$ cat src/design/accel_magnitude_batcher_top_defines.svh
// Assertion macros for the accelerometer magnitude batcher.
// Included by the top level. Expands to nothing when SYNTHESIS is defined.
`ifndef ACCEL_MAGNITUDE_BATCHER_TOP_DEFINES_SVH
`define ACCEL_MAGNITUDE_BATCHER_TOP_DEFINES_SVH

`ifndef SYNTHESIS
`define AMB_ASSERT_IMPL(lbl, clk, rst_n, ante, cons, msg) \
  lbl: assert property (@(posedge clk) disable iff (!rst_n) (ante) |-> (cons)) \
    else $error(msg);
`define AMB_ASSERT_NEXT(lbl, clk, rst_n, ante, cons, msg) \
  lbl: assert property (@(posedge clk) disable iff (!rst_n) (ante) |=> (cons)) \
    else $error(msg);
`else
`define AMB_ASSERT_IMPL(lbl, clk, rst_n, ante, cons, msg)
`define AMB_ASSERT_NEXT(lbl, clk, rst_n, ante, cons, msg)
`endif

`endif

$ cat src/design/amb_pkg.sv
// Package for the accelerometer magnitude batcher.
// Holds widths, register indexes, reset values and shared types; no dependencies.
`timescale 1ns / 1ps
`default_nettype none

package amb_pkg;

  localparam int unsigned AxisW    = 16;
  localparam int unsigned MagW     = 8;
  localparam int unsigned BlockW   = 16;
  localparam int unsigned LimitW   = 24;
  localparam int unsigned StoreW   = 25;
  localparam int unsigned SumW     = 32;
  localparam int unsigned CfgIdxW  = 2;
  localparam int unsigned CfgDataW = 24;

  localparam logic [CfgIdxW-1:0] CFG_BLOCK_SIZE  = 2'd0;
  localparam logic [CfgIdxW-1:0] CFG_STORE_LIMIT = 2'd1;

  localparam logic [BlockW-1:0] BLOCK_SIZE_RST  = 16'd512;
  localparam logic [LimitW-1:0] STORE_LIMIT_RST = 24'd65536;

  localparam logic [MagW-1:0] MAG_MAX = 8'd220;

  typedef enum logic [3:0] {
    S_IDLE = 4'b0001,
    S_SQ   = 4'b0010,
    S_ROOT = 4'b0100,
    S_DONE = 4'b1000
  } seq_state_e;

  typedef struct packed {
    logic             en;
    logic [AxisW-1:0] op;
  } mul_req_t;

  typedef struct packed {
    logic              flush;
    logic [BlockW-1:0] flush_len;
    logic              xfer;
    logic [StoreW-1:0] xfer_len;
  } book_t;

endpackage

`default_nettype wire

$ cat src/design/amb_if.sv
// Valid/ready channel interfaces for samples in and results out.
// Depends on amb_pkg for field widths.
`timescale 1ns / 1ps
`default_nettype none

interface amb_in_if;
  logic                      valid;
  logic                      ready;
  logic [amb_pkg::AxisW-1:0] x_raw;
  logic [amb_pkg::AxisW-1:0] y_raw;
  logic [amb_pkg::AxisW-1:0] z_raw;

  modport source (output valid, x_raw, y_raw, z_raw, input ready);
  modport sink (input valid, x_raw, y_raw, z_raw, output ready);
endinterface

interface amb_out_if;
  logic                       valid;
  logic                       ready;
  logic [amb_pkg::MagW-1:0]   magnitude;
  logic                       flush_before;
  logic [amb_pkg::BlockW-1:0] flush_length;
  logic                       transfer_before;
  logic [amb_pkg::StoreW-1:0] transfer_length;

  modport source (output valid, magnitude, flush_before, flush_length,
                  transfer_before, transfer_length, input ready);
  modport sink (input valid, magnitude, flush_before, flush_length,
                transfer_before, transfer_length, output ready);
endinterface

`default_nettype wire

$ cat src/design/amb_mul_unit.sv
// Shared 16 x 16 squaring unit with a registered 32-bit product.
// Depends on amb_pkg.
`timescale 1ns / 1ps
`default_nettype none

module amb_mul_unit (
  input  wire logic                      clk_i,
  input  wire amb_pkg::mul_req_t         req_i,
  output      logic [amb_pkg::SumW-1:0]  prod_o
);
  import amb_pkg::*;

  logic [SumW-1:0] prod_q;

  always_ff @(posedge clk_i) begin
    if (req_i.en) begin
      prod_q <= SumW'(req_i.op) * SumW'(req_i.op);
    end
  end

  assign prod_o = prod_q;

endmodule

`default_nettype wire

$ cat src/design/amb_book.sv
// Configuration registers and block/store counters of the batcher.
// Latches the flush and transfer flags of each accepted sample. Depends on amb_pkg.
`timescale 1ns / 1ps
`default_nettype none

module amb_book (
  input  wire logic                          clk_i,
  input  wire logic                          rst_ni,
  input  wire logic                          cfg_we_i,
  input  wire logic [amb_pkg::CfgIdxW-1:0]   cfg_idx_i,
  input  wire logic [amb_pkg::CfgDataW-1:0]  cfg_data_i,
  input  wire logic                          accept_i,
  output      amb_pkg::book_t                book_o
);
  import amb_pkg::*;

  logic [BlockW-1:0] block_size_q;
  logic [LimitW-1:0] store_limit_q;
  logic [BlockW-1:0] block_cnt_q, block_cnt_d;
  logic [StoreW-1:0] store_cnt_q, store_cnt_d;
  book_t             book_q, book_d;
  logic              flush, xfer;
  logic [StoreW-1:0] store_sum;

  always_comb begin
    flush     = block_cnt_q >= block_size_q;
    store_sum = store_cnt_q + StoreW'(block_cnt_q);
    xfer      = flush && (store_sum >= StoreW'(store_limit_q));

    book_d.flush     = flush;
    book_d.flush_len = flush ? block_cnt_q : '0;
    book_d.xfer      = xfer;
    book_d.xfer_len  = xfer ? store_sum : '0;

    block_cnt_d = flush ? BlockW'(1) : block_cnt_q + BlockW'(1);
    if (xfer) begin
      store_cnt_d = '0;
    end else if (flush) begin
      store_cnt_d = store_sum;
    end else begin
      store_cnt_d = store_cnt_q;
    end
  end

  always_ff @(posedge clk_i or negedge rst_ni) begin
    if (!rst_ni) begin
      block_size_q  <= BLOCK_SIZE_RST;
      store_limit_q <= STORE_LIMIT_RST;
      block_cnt_q   <= '0;
      store_cnt_q   <= '0;
    end else begin
      if (cfg_we_i) begin
        case (cfg_idx_i)
          CFG_BLOCK_SIZE:  block_size_q  <= cfg_data_i[BlockW-1:0];
          CFG_STORE_LIMIT: store_limit_q <= cfg_data_i[LimitW-1:0];
          default: ;
        endcase
      end
      if (accept_i) begin
        block_cnt_q <= block_cnt_d;
        store_cnt_q <= store_cnt_d;
      end
    end
  end

  always_ff @(posedge clk_i) begin
    if (accept_i) begin
      book_q <= book_d;
    end
  end

  assign book_o = book_q;

endmodule

`default_nettype wire

$ cat src/design/amb_seq.sv
// Sequencer for the sum of squares and the bitwise root search.
// Drives the shared squaring unit; depends on amb_pkg and amb_mul_unit.
`timescale 1ns / 1ps
`default_nettype none

module amb_seq (
  input  wire logic                        clk_i,
  input  wire logic                        rst_ni,
  input  wire logic                        start_i,
  input  wire logic [amb_pkg::AxisW-1:0]   x_raw_i,
  input  wire logic [amb_pkg::AxisW-1:0]   y_raw_i,
  input  wire logic [amb_pkg::AxisW-1:0]   z_raw_i,
  input  wire logic                        ack_i,
  output      logic                        idle_o,
  output      logic                        done_o,
  output      logic [amb_pkg::MagW-1:0]    mag_o
);
  import amb_pkg::*;

  seq_state_e        state_q, state_d;
  logic [1:0]        ph_q, ph_d;
  logic [2:0]        bit_q, bit_d;
  logic              half_q, half_d;
  logic [MagW-1:0]   k_q, k_d;
  logic [SumW-1:0]   sum_q, sum_d;
  logic [AxisW-1:0]  ax_q [3];
  logic [MagW-1:0]   cand;
  logic [SumW-1:0]   prod;
  mul_req_t          mul_req;

  function automatic logic [AxisW-1:0] swap_abs(input logic [AxisW-1:0] w);
    logic [AxisW-1:0] s;
    s = {w[7:0], w[15:8]};
    return s[AxisW-1] ? (~s + AxisW'(1)) : s;
  endfunction

  amb_mul_unit u_mul (
    .clk_i  (clk_i),
    .req_i  (mul_req),
    .prod_o (prod)
  );

  always_comb begin
    cand       = k_q | (MagW'(1) << bit_q);
    state_d    = state_q;
    ph_d       = ph_q;
    bit_d      = bit_q;
    half_d     = half_q;
    k_d        = k_q;
    sum_d      = sum_q;
    mul_req.en = 1'b0;
    mul_req.op = {cand, cand};

    case (state_q)
      S_IDLE: begin
        if (start_i) begin
          state_d = S_SQ;
          ph_d    = '0;
          sum_d   = '0;
        end
      end
      S_SQ: begin
        case (ph_q)
          2'd0:    mul_req.op = ax_q[0];
          2'd1:    mul_req.op = ax_q[1];
          default: mul_req.op = ax_q[2];
        endcase
        mul_req.en = ph_q != 2'd3;
        if (ph_q != 2'd0) begin
          sum_d = sum_q + prod;
        end
        ph_d = ph_q + 2'd1;
        if (ph_q == 2'd3) begin
          state_d = S_ROOT;
          bit_d   = 3'd7;
          half_d  = 1'b0;
          k_d     = '0;
        end
      end
      S_ROOT: begin
        if (!half_q) begin
          mul_req.en = 1'b1;
          half_d     = 1'b1;
        end else begin
          half_d = 1'b0;
          if (prod <= sum_q) begin
            k_d = cand;
          end
          if (bit_q == 3'd0) begin
            state_d = S_DONE;
          end else begin
            bit_d = bit_q - 3'd1;
          end
        end
      end
      S_DONE: begin
        if (ack_i) begin
          state_d = S_IDLE;
        end
      end
      default: state_d = S_IDLE;
    endcase
  end

  always_ff @(posedge clk_i or negedge rst_ni) begin
    if (!rst_ni) begin
      state_q <= S_IDLE;
      ph_q    <= '0;
      bit_q   <= '0;
      half_q  <= 1'b0;
    end else begin
      state_q <= state_d;
      ph_q    <= ph_d;
      bit_q   <= bit_d;
      half_q  <= half_d;
    end
  end

  always_ff @(posedge clk_i) begin
    k_q   <= k_d;
    sum_q <= sum_d;
    if (state_q == S_IDLE && start_i) begin
      ax_q[0] <= swap_abs(x_raw_i);
      ax_q[1] <= swap_abs(y_raw_i);
      ax_q[2] <= swap_abs(z_raw_i);
    end
  end

  assign idle_o = state_q == S_IDLE;
  assign done_o = state_q == S_DONE;
  assign mag_o  = k_q;

endmodule

`default_nettype wire

$ cat src/design/accel_magnitude_batcher_top.sv
// An accepted request passes through the sequencer states S_SQ, S_ROOT and S_DONE before
// its result is loaded into the output register. A new request is taken only once the
// sequencer is idle again. The shared squaring unit serves three squares and then eight
// trials in the root search. A finished result waits in the output register while the
// next request is taken. Reset is asynchronous and active low; counters clear and
// configuration registers take their reset values at once, with no clearing pass.
`timescale 1ns / 1ps
`default_nettype none
`include "accel_magnitude_batcher_top_defines.svh"

module accel_magnitude_batcher_top (
  input  wire logic                         clk_i,
  input  wire logic                         rst_ni,
  input  wire logic                         cfg_we_i,
  input  wire logic [amb_pkg::CfgIdxW-1:0]  cfg_idx_i,
  input  wire logic [amb_pkg::CfgDataW-1:0] cfg_data_i,
  amb_in_if.sink                            in_i,
  amb_out_if.source                         out_o
);
  import amb_pkg::*;

  logic            accept;
  logic            seq_idle, seq_done, load;
  logic [MagW-1:0] seq_mag;
  book_t           book;
  logic            out_valid_q, out_valid_d;
  logic [MagW-1:0] mag_q;
  book_t           book_out_q;

  assign in_i.ready = seq_idle;
  assign accept     = in_i.valid && seq_idle;

  amb_book u_book (
    .clk_i      (clk_i),
    .rst_ni     (rst_ni),
    .cfg_we_i   (cfg_we_i),
    .cfg_idx_i  (cfg_idx_i),
    .cfg_data_i (cfg_data_i),
    .accept_i   (accept),
    .book_o     (book)
  );

  amb_seq u_seq (
    .clk_i   (clk_i),
    .rst_ni  (rst_ni),
    .start_i (accept),
    .x_raw_i (in_i.x_raw),
    .y_raw_i (in_i.y_raw),
    .z_raw_i (in_i.z_raw),
    .ack_i   (load),
    .idle_o  (seq_idle),
    .done_o  (seq_done),
    .mag_o   (seq_mag)
  );

  assign load = seq_done && (!out_valid_q || out_o.ready);

  always_comb begin
    out_valid_d = out_valid_q;
    if (load) begin
      out_valid_d = 1'b1;
    end else if (out_o.ready) begin
      out_valid_d = 1'b0;
    end
  end

  always_ff @(posedge clk_i or negedge rst_ni) begin
    if (!rst_ni) begin
      out_valid_q <= 1'b0;
    end else begin
      out_valid_q <= out_valid_d;
    end
  end

  always_ff @(posedge clk_i) begin
    if (load) begin
      mag_q      <= seq_mag;
      book_out_q <= book;
    end
  end

  assign out_o.valid           = out_valid_q;
  assign out_o.magnitude       = mag_q;
  assign out_o.flush_before    = book_out_q.flush;
  assign out_o.flush_length    = book_out_q.flush_len;
  assign out_o.transfer_before = book_out_q.xfer;
  assign out_o.transfer_length = book_out_q.xfer_len;

  `AMB_ASSERT_NEXT(a_busy_after_req, clk_i, rst_ni, accept, !in_i.ready, "ready after request")
  `AMB_ASSERT_IMPL(a_mag_range, clk_i, rst_ni, out_o.valid, out_o.magnitude <= MAG_MAX, "magnitude too large")
  `AMB_ASSERT_IMPL(a_xfer_needs_flush, clk_i, rst_ni, out_o.valid && out_o.transfer_before, out_o.flush_before, "transfer without flush")
  `AMB_ASSERT_IMPL(a_flush_len_zero, clk_i, rst_ni, out_o.valid && !out_o.flush_before, out_o.flush_length == '0, "flush length without flush")

endmodule

`default_nettype wire

$ cat src/flat_wrapper.sv
// flat-port wrapper written by rule: the top's interface ports become plain ports
module accel_magnitude_batcher_top_flat import amb_pkg::*;
  (clk_i, rst_ni, cfg_we_i, cfg_idx_i, cfg_data_i, in_i_valid, in_i_x_raw, in_i_y_raw, in_i_z_raw, in_i_ready, out_o_valid, out_o_magnitude, out_o_flush_before, out_o_flush_length, out_o_transfer_before, out_o_transfer_length, out_o_ready);
  amb_in_if in_i_i ();
  amb_out_if out_o_i ();
  input  wire logic clk_i;
  input  wire logic rst_ni;
  input  wire logic cfg_we_i;
  input  wire logic [amb_pkg::CfgIdxW-1:0] cfg_idx_i;
  input  wire logic [amb_pkg::CfgDataW-1:0] cfg_data_i;
  input wire logic [$bits(in_i_i.valid)-1:0] in_i_valid;
  input wire logic [$bits(in_i_i.x_raw)-1:0] in_i_x_raw;
  input wire logic [$bits(in_i_i.y_raw)-1:0] in_i_y_raw;
  input wire logic [$bits(in_i_i.z_raw)-1:0] in_i_z_raw;
  output wire logic [$bits(in_i_i.ready)-1:0] in_i_ready;
  output wire logic [$bits(out_o_i.valid)-1:0] out_o_valid;
  output wire logic [$bits(out_o_i.magnitude)-1:0] out_o_magnitude;
  output wire logic [$bits(out_o_i.flush_before)-1:0] out_o_flush_before;
  output wire logic [$bits(out_o_i.flush_length)-1:0] out_o_flush_length;
  output wire logic [$bits(out_o_i.transfer_before)-1:0] out_o_transfer_before;
  output wire logic [$bits(out_o_i.transfer_length)-1:0] out_o_transfer_length;
  input wire logic [$bits(out_o_i.ready)-1:0] out_o_ready;
  assign in_i_i.valid = in_i_valid;
  assign in_i_i.x_raw = in_i_x_raw;
  assign in_i_i.y_raw = in_i_y_raw;
  assign in_i_i.z_raw = in_i_z_raw;
  assign in_i_ready = in_i_i.ready;
  assign out_o_valid = out_o_i.valid;
  assign out_o_magnitude = out_o_i.magnitude;
  assign out_o_flush_before = out_o_i.flush_before;
  assign out_o_flush_length = out_o_i.flush_length;
  assign out_o_transfer_before = out_o_i.transfer_before;
  assign out_o_transfer_length = out_o_i.transfer_length;
  assign out_o_i.ready = out_o_ready;
  accel_magnitude_batcher_top u_core (.clk_i(clk_i), .rst_ni(rst_ni), .cfg_we_i(cfg_we_i), .cfg_idx_i(cfg_idx_i), .cfg_data_i(cfg_data_i), .in_i(in_i_i), .out_o(out_o_i));
endmodule
$ cat config.mk
export PLATFORM = sky130hd
export DESIGN_NAME = accel_magnitude_batcher_top_flat
export DESIGN_NICKNAME = d
export VERILOG_FILES = /design/src/design/amb_pkg.sv /design/src/design/amb_if.sv /design/src/design/amb_mul_unit.sv /design/src/design/amb_book.sv /design/src/design/amb_seq.sv /design/src/design/accel_magnitude_batcher_top.sv /design/src/flat_wrapper.sv
export VERILOG_INCLUDE_DIRS = /design/src /design/src/design
export SDC_FILE = /design/constraint.sdc
export NUM_CORES = 1
export LEC_CHECK = 0
export BUFFER_PORTS_ARGS = -buffer_cell sky130_fd_sc_hd__buf_2
export CAP_MARGIN = 25
export CORE_MARGIN = 2
export CORE_UTILIZATION = 35
export CTS_CLUSTER_SIZE = 24
export DETAILED_ROUTE_END_ITERATION = 10
export PLACE_DENSITY = 0.61
export REMOVE_ABC_BUFFERS = 1
export SYNTH_ARGS = -nofsm -noshare
export SYNTH_HDL_FRONTEND = slang
export SYNTH_SLANG_ARGS = --single-unit
$ cat constraint.sdc
create_clock -name clk_i -period 8.5 [get_ports clk_i]
set_input_delay 0.425 -clock clk_i [delete_from_list [all_inputs] [get_ports clk_i]]
set_output_delay 0.425 -clock clk_i [all_outputs]
set_load 0.1 [all_outputs]
==> impl_metrics.ini <==
[clocking]
tritoncts_clock_tree = yes
cts.sinks = 305
numCtsBuffers = 35
cts.root.buffer_cell = sky130_fd_sc_hd__clkbuf_16
clock_insertion_delay_worst_skew_ns = 0.54
ctsResizeCount = 0
cts-root-to-sink-buffers = 3
cts.reportedPaths.clkPinSlew_ns = 0.06
cts_htree_levels = 2

[layout]
layout_commonest_cell = sky130_fd_sc_hd__inv_1
areaGrowthSynthToFinish_pct = 12.6
num-fill-cells = 6428
fin_cells = 3357
layout.nets = 2940
layout_common_cells = sky130_fd_sc_hd__inv_1 (389), sky130_fd_sc_hd__ha_1 (228), sky130_fd_sc_hd__edfxtp_1 (213)
layout-drive-gt1-share_pct = 10.9
utilization_pct = 39.9

[global_routing]
antenna_violations_before_repair = 2
number_of_global_route_vias_before_repair = 17445
grt_util_overall_pct = 16.3
grt_remaining_overflow = 0
largest_net_degree_at_the_start_of_global_routing = 68
grt_first_pass_wirelength_mm = 91.3

[placed_design]
buffer_ports.inserted = 131
dp_hpwl_mm = 43.8
placedCellCount = 3292
globalplace.congestion = 0.909

[critical_path]
crit_path_max_fanout = 16
endpoint_class_of_the_critical_path = register
crit_path_frequent_cell = sky130_fd_sc_hd__inv_1
critical-path-max-stage-delay_ns = 0.54
critical_path.slowest_cell = sky130_fd_sc_hd__fa_1
crit_type = register to register
data_required_time_at_the_worst_endpoint_ns = 8.77
rrSetupSlack_ns = 0.43
worst_ep_arrival_time_ns = 8.34
timing.critical_path.from_type = register

[logic_synthesis]
synth_edf_count = 213
synthDistinctLibCells = 71
synth-seq-area-share_pct = 37.1
ys_async_sr_fraction_pct = 30.2
post_synth_inst_count = 2322
ys.flop_type = sky130_fd_sc_hd__edfxtp_1
synth.yosys.warnings = 0
yosys_register_bits = 305
syn_area_per_cell_um2 = 10.1
syn_area_um2 = 23500

[detailed_routing]
antenna_violating_nets_post_route = 0
route.detailed.vias_per_inst = 5.00
firstDrtPassIters = 5
drt_iter0_drc = 1066
drt_drc_violations_left = 0
post_drt_wl_per_cell_um = 16.8
wl_mm = 56.3
via_count = 16772

[timing]
report.final.slew_viol_count = 0
grt_setup_unrepaired = no
timing.slew.headroom_pct = 39.0
hold_viol_final = 0
finalCritPeriodShare_pct = 94.9
fin_skew_ns = 0.0195
period_needed_ns = 8.07
timing.final.setup_violations = 0
fmax_ghz = 0.124
whs_ns = 0.106
worst_slew_pin_slew_ns = 0.912

[floorplan]
die_area_um2 = 69100
design.portCount = 132
die_h_um = 263
initial_utilization_pct = 35.5
num_rows = 94
die_width_um = 263
floorplan.core_area_um2 = 66100

[min_path]
hp-class = primary input to register

[run_status]
run_status = completed

[flow_run]
timing.max_cap.violations = 0
## timing repair
item	in CTS	in global routing
buffers inserted	0	0
hold buffers	1	0
endpoints found under the hold margin	23	0
## metrics by stage
stage / area [um2] / setup WS, ns / setup TNS, ns
after global placement: 25300 / 0.743 / 0
final: 26400 / 0.434 / 0
after floorplan: 23200 / -0.630 / -5.01
after detailed placement: 25300 / 0.492 / 0
after CTS: 26400 / 0.466 / 0
after global routing: 26400 / 0.0457 / 0
## Yosys cell counts (all sizes together), types with 4 or more instances
cell	n	area share [%]
dfrtp	89	9.5
clkinv	6	0.096
a21o	29	0.93
a31o	4	0.15
clkbuf	51	0.82
a22oi	15	0.48
xnor2	95	3.5
buf	7	0.17
and3	16	0.43
mux2	25	1.2
and4	6	0.22
o21ai	93	2.0
or4	8	0.26
nor2b	21	0.56
a31oi	15	0.40
a211o	4	0.15
edfxtp	213	27
fa	167	14
nand4b	4	0.15
o21bai	12	0.38
nor4	7	0.19
o31ai	37	1.2
and2	28	0.75
o22ai	4	0.11
nand2b	26	0.69
o2111ai	5	0.19
a21oi	86	1.8
nand3	29	0.62
o221ai	5	0.19
nor4b	6	0.25
o21a	12	0.38
ha	228	12
nand4	19	0.51
o41ai	7	0.26
nor2	203	3.2
nor3	28	0.60
xor2	35	1.3
a221oi	5	0.19
or3	16	0.43
inv	391	6.3
a211oi	17	0.57
nand2	205	3.3
or2	8	0.21
## area by class of cell
type                            instances  area, um2  area share (%)
Tap cell                              864       1080            4.09
Timing Repair Buffer                  165        928            3.52
Clock inverter                         15        149           0.564
Antenna cell                            1       2.50         0.00948
Inverter                              397       1490            5.65
Clock buffer                           48        976            3.70
Multi-Input combinational cell       1562      13100            49.5
Sequential cell                       305       8700            33.0
## cells by family (layout without fill, tap and decap cells)
logic type | after synthesis | after routing | synth area share [%]
AOI/OAI and AO/OA | 373 | 373 | 10.4
buffers and inverters | 455 | 625 | 7.34
DFF | 305 | 305 | 37.1
xor gates and xnor gates | 130 | 130 | 4.86
and+or+nand+nor | 639 | 639 | 12.7
muxes | 25 | 25 | 1.20
adders and majority gates | 395 | 395 | 26.4
other | 0 | 1 | 0
## sequential cells by signal, indices dropped and copies added, names as in the netlist
signal and flops:
u_core.u_book.block_cnt_q 16, u_core.u_seq.state_q 4, u_core.u_seq.mag_o 8, u_core.out_o.flush_length 16, u_core.u_seq.ph_q 2, u_core.u_seq.u_mul.prod_o 31, u_core.u_book.book_o 43, u_core.u_book.store_limit_q 24
u_core.out_o.transfer_before 1, u_core.u_seq.half_q 1, u_core.out_o.valid 1, u_core.u_seq.bit_q 3, u_core.u_seq.sum_q 32, u_core.out_o.flush_before 1, u_core.u_book.store_cnt_q 25, u_core.out_o.magnitude 8
u_core.u_book.block_size_q 16, u_core.out_o.transfer_length 25, u_core.u_seq.ax_q 48
## worst max-delay path: cells and delay by family (launching register included)
family | cells | cell delay, ns
fa+ha+maj | 8 | 3.81
compound gates | 8 | 1.83
buf+inv | 10 | 0.92
simple gates | 4 | 0.71
flops | 1 | 0.42
xor+xnor | 1 | 0.10
## metal layers
metal / global-route usage, % / routed length (um)
met5: 0 / 13
met3: 2.75 / 2800
met4: 4.85 / 1490
met2: 27.4 / 26600
met1: 21.6 / 25400
## path summary, 6_finish.rpt
kind,cells after the start,startpoint,endpoint
max,31,u_core.u_seq.ph_q[0],u_core.u_seq.u_mul.prod_o[31]
min,3,cfg_data_i[12],u_core.u_book.block_size_q[12]
max reg2reg,31,u_core.u_seq.ph_q[0],u_core.u_seq.u_mul.prod_o[31]
min reg2reg,0,u_core.u_book.book_o[7],u_core.out_o.transfer_length[7]
max in group asynchronous,3,rst_ni,u_core.u_book.block_cnt_q[3]
min in group asynchronous,2,rst_ni,u_core.out_o.valid
Power is left out: the tool's default activity adds up to more than one toggle a clock period on the data nets, which glitch-free logic cannot reach.
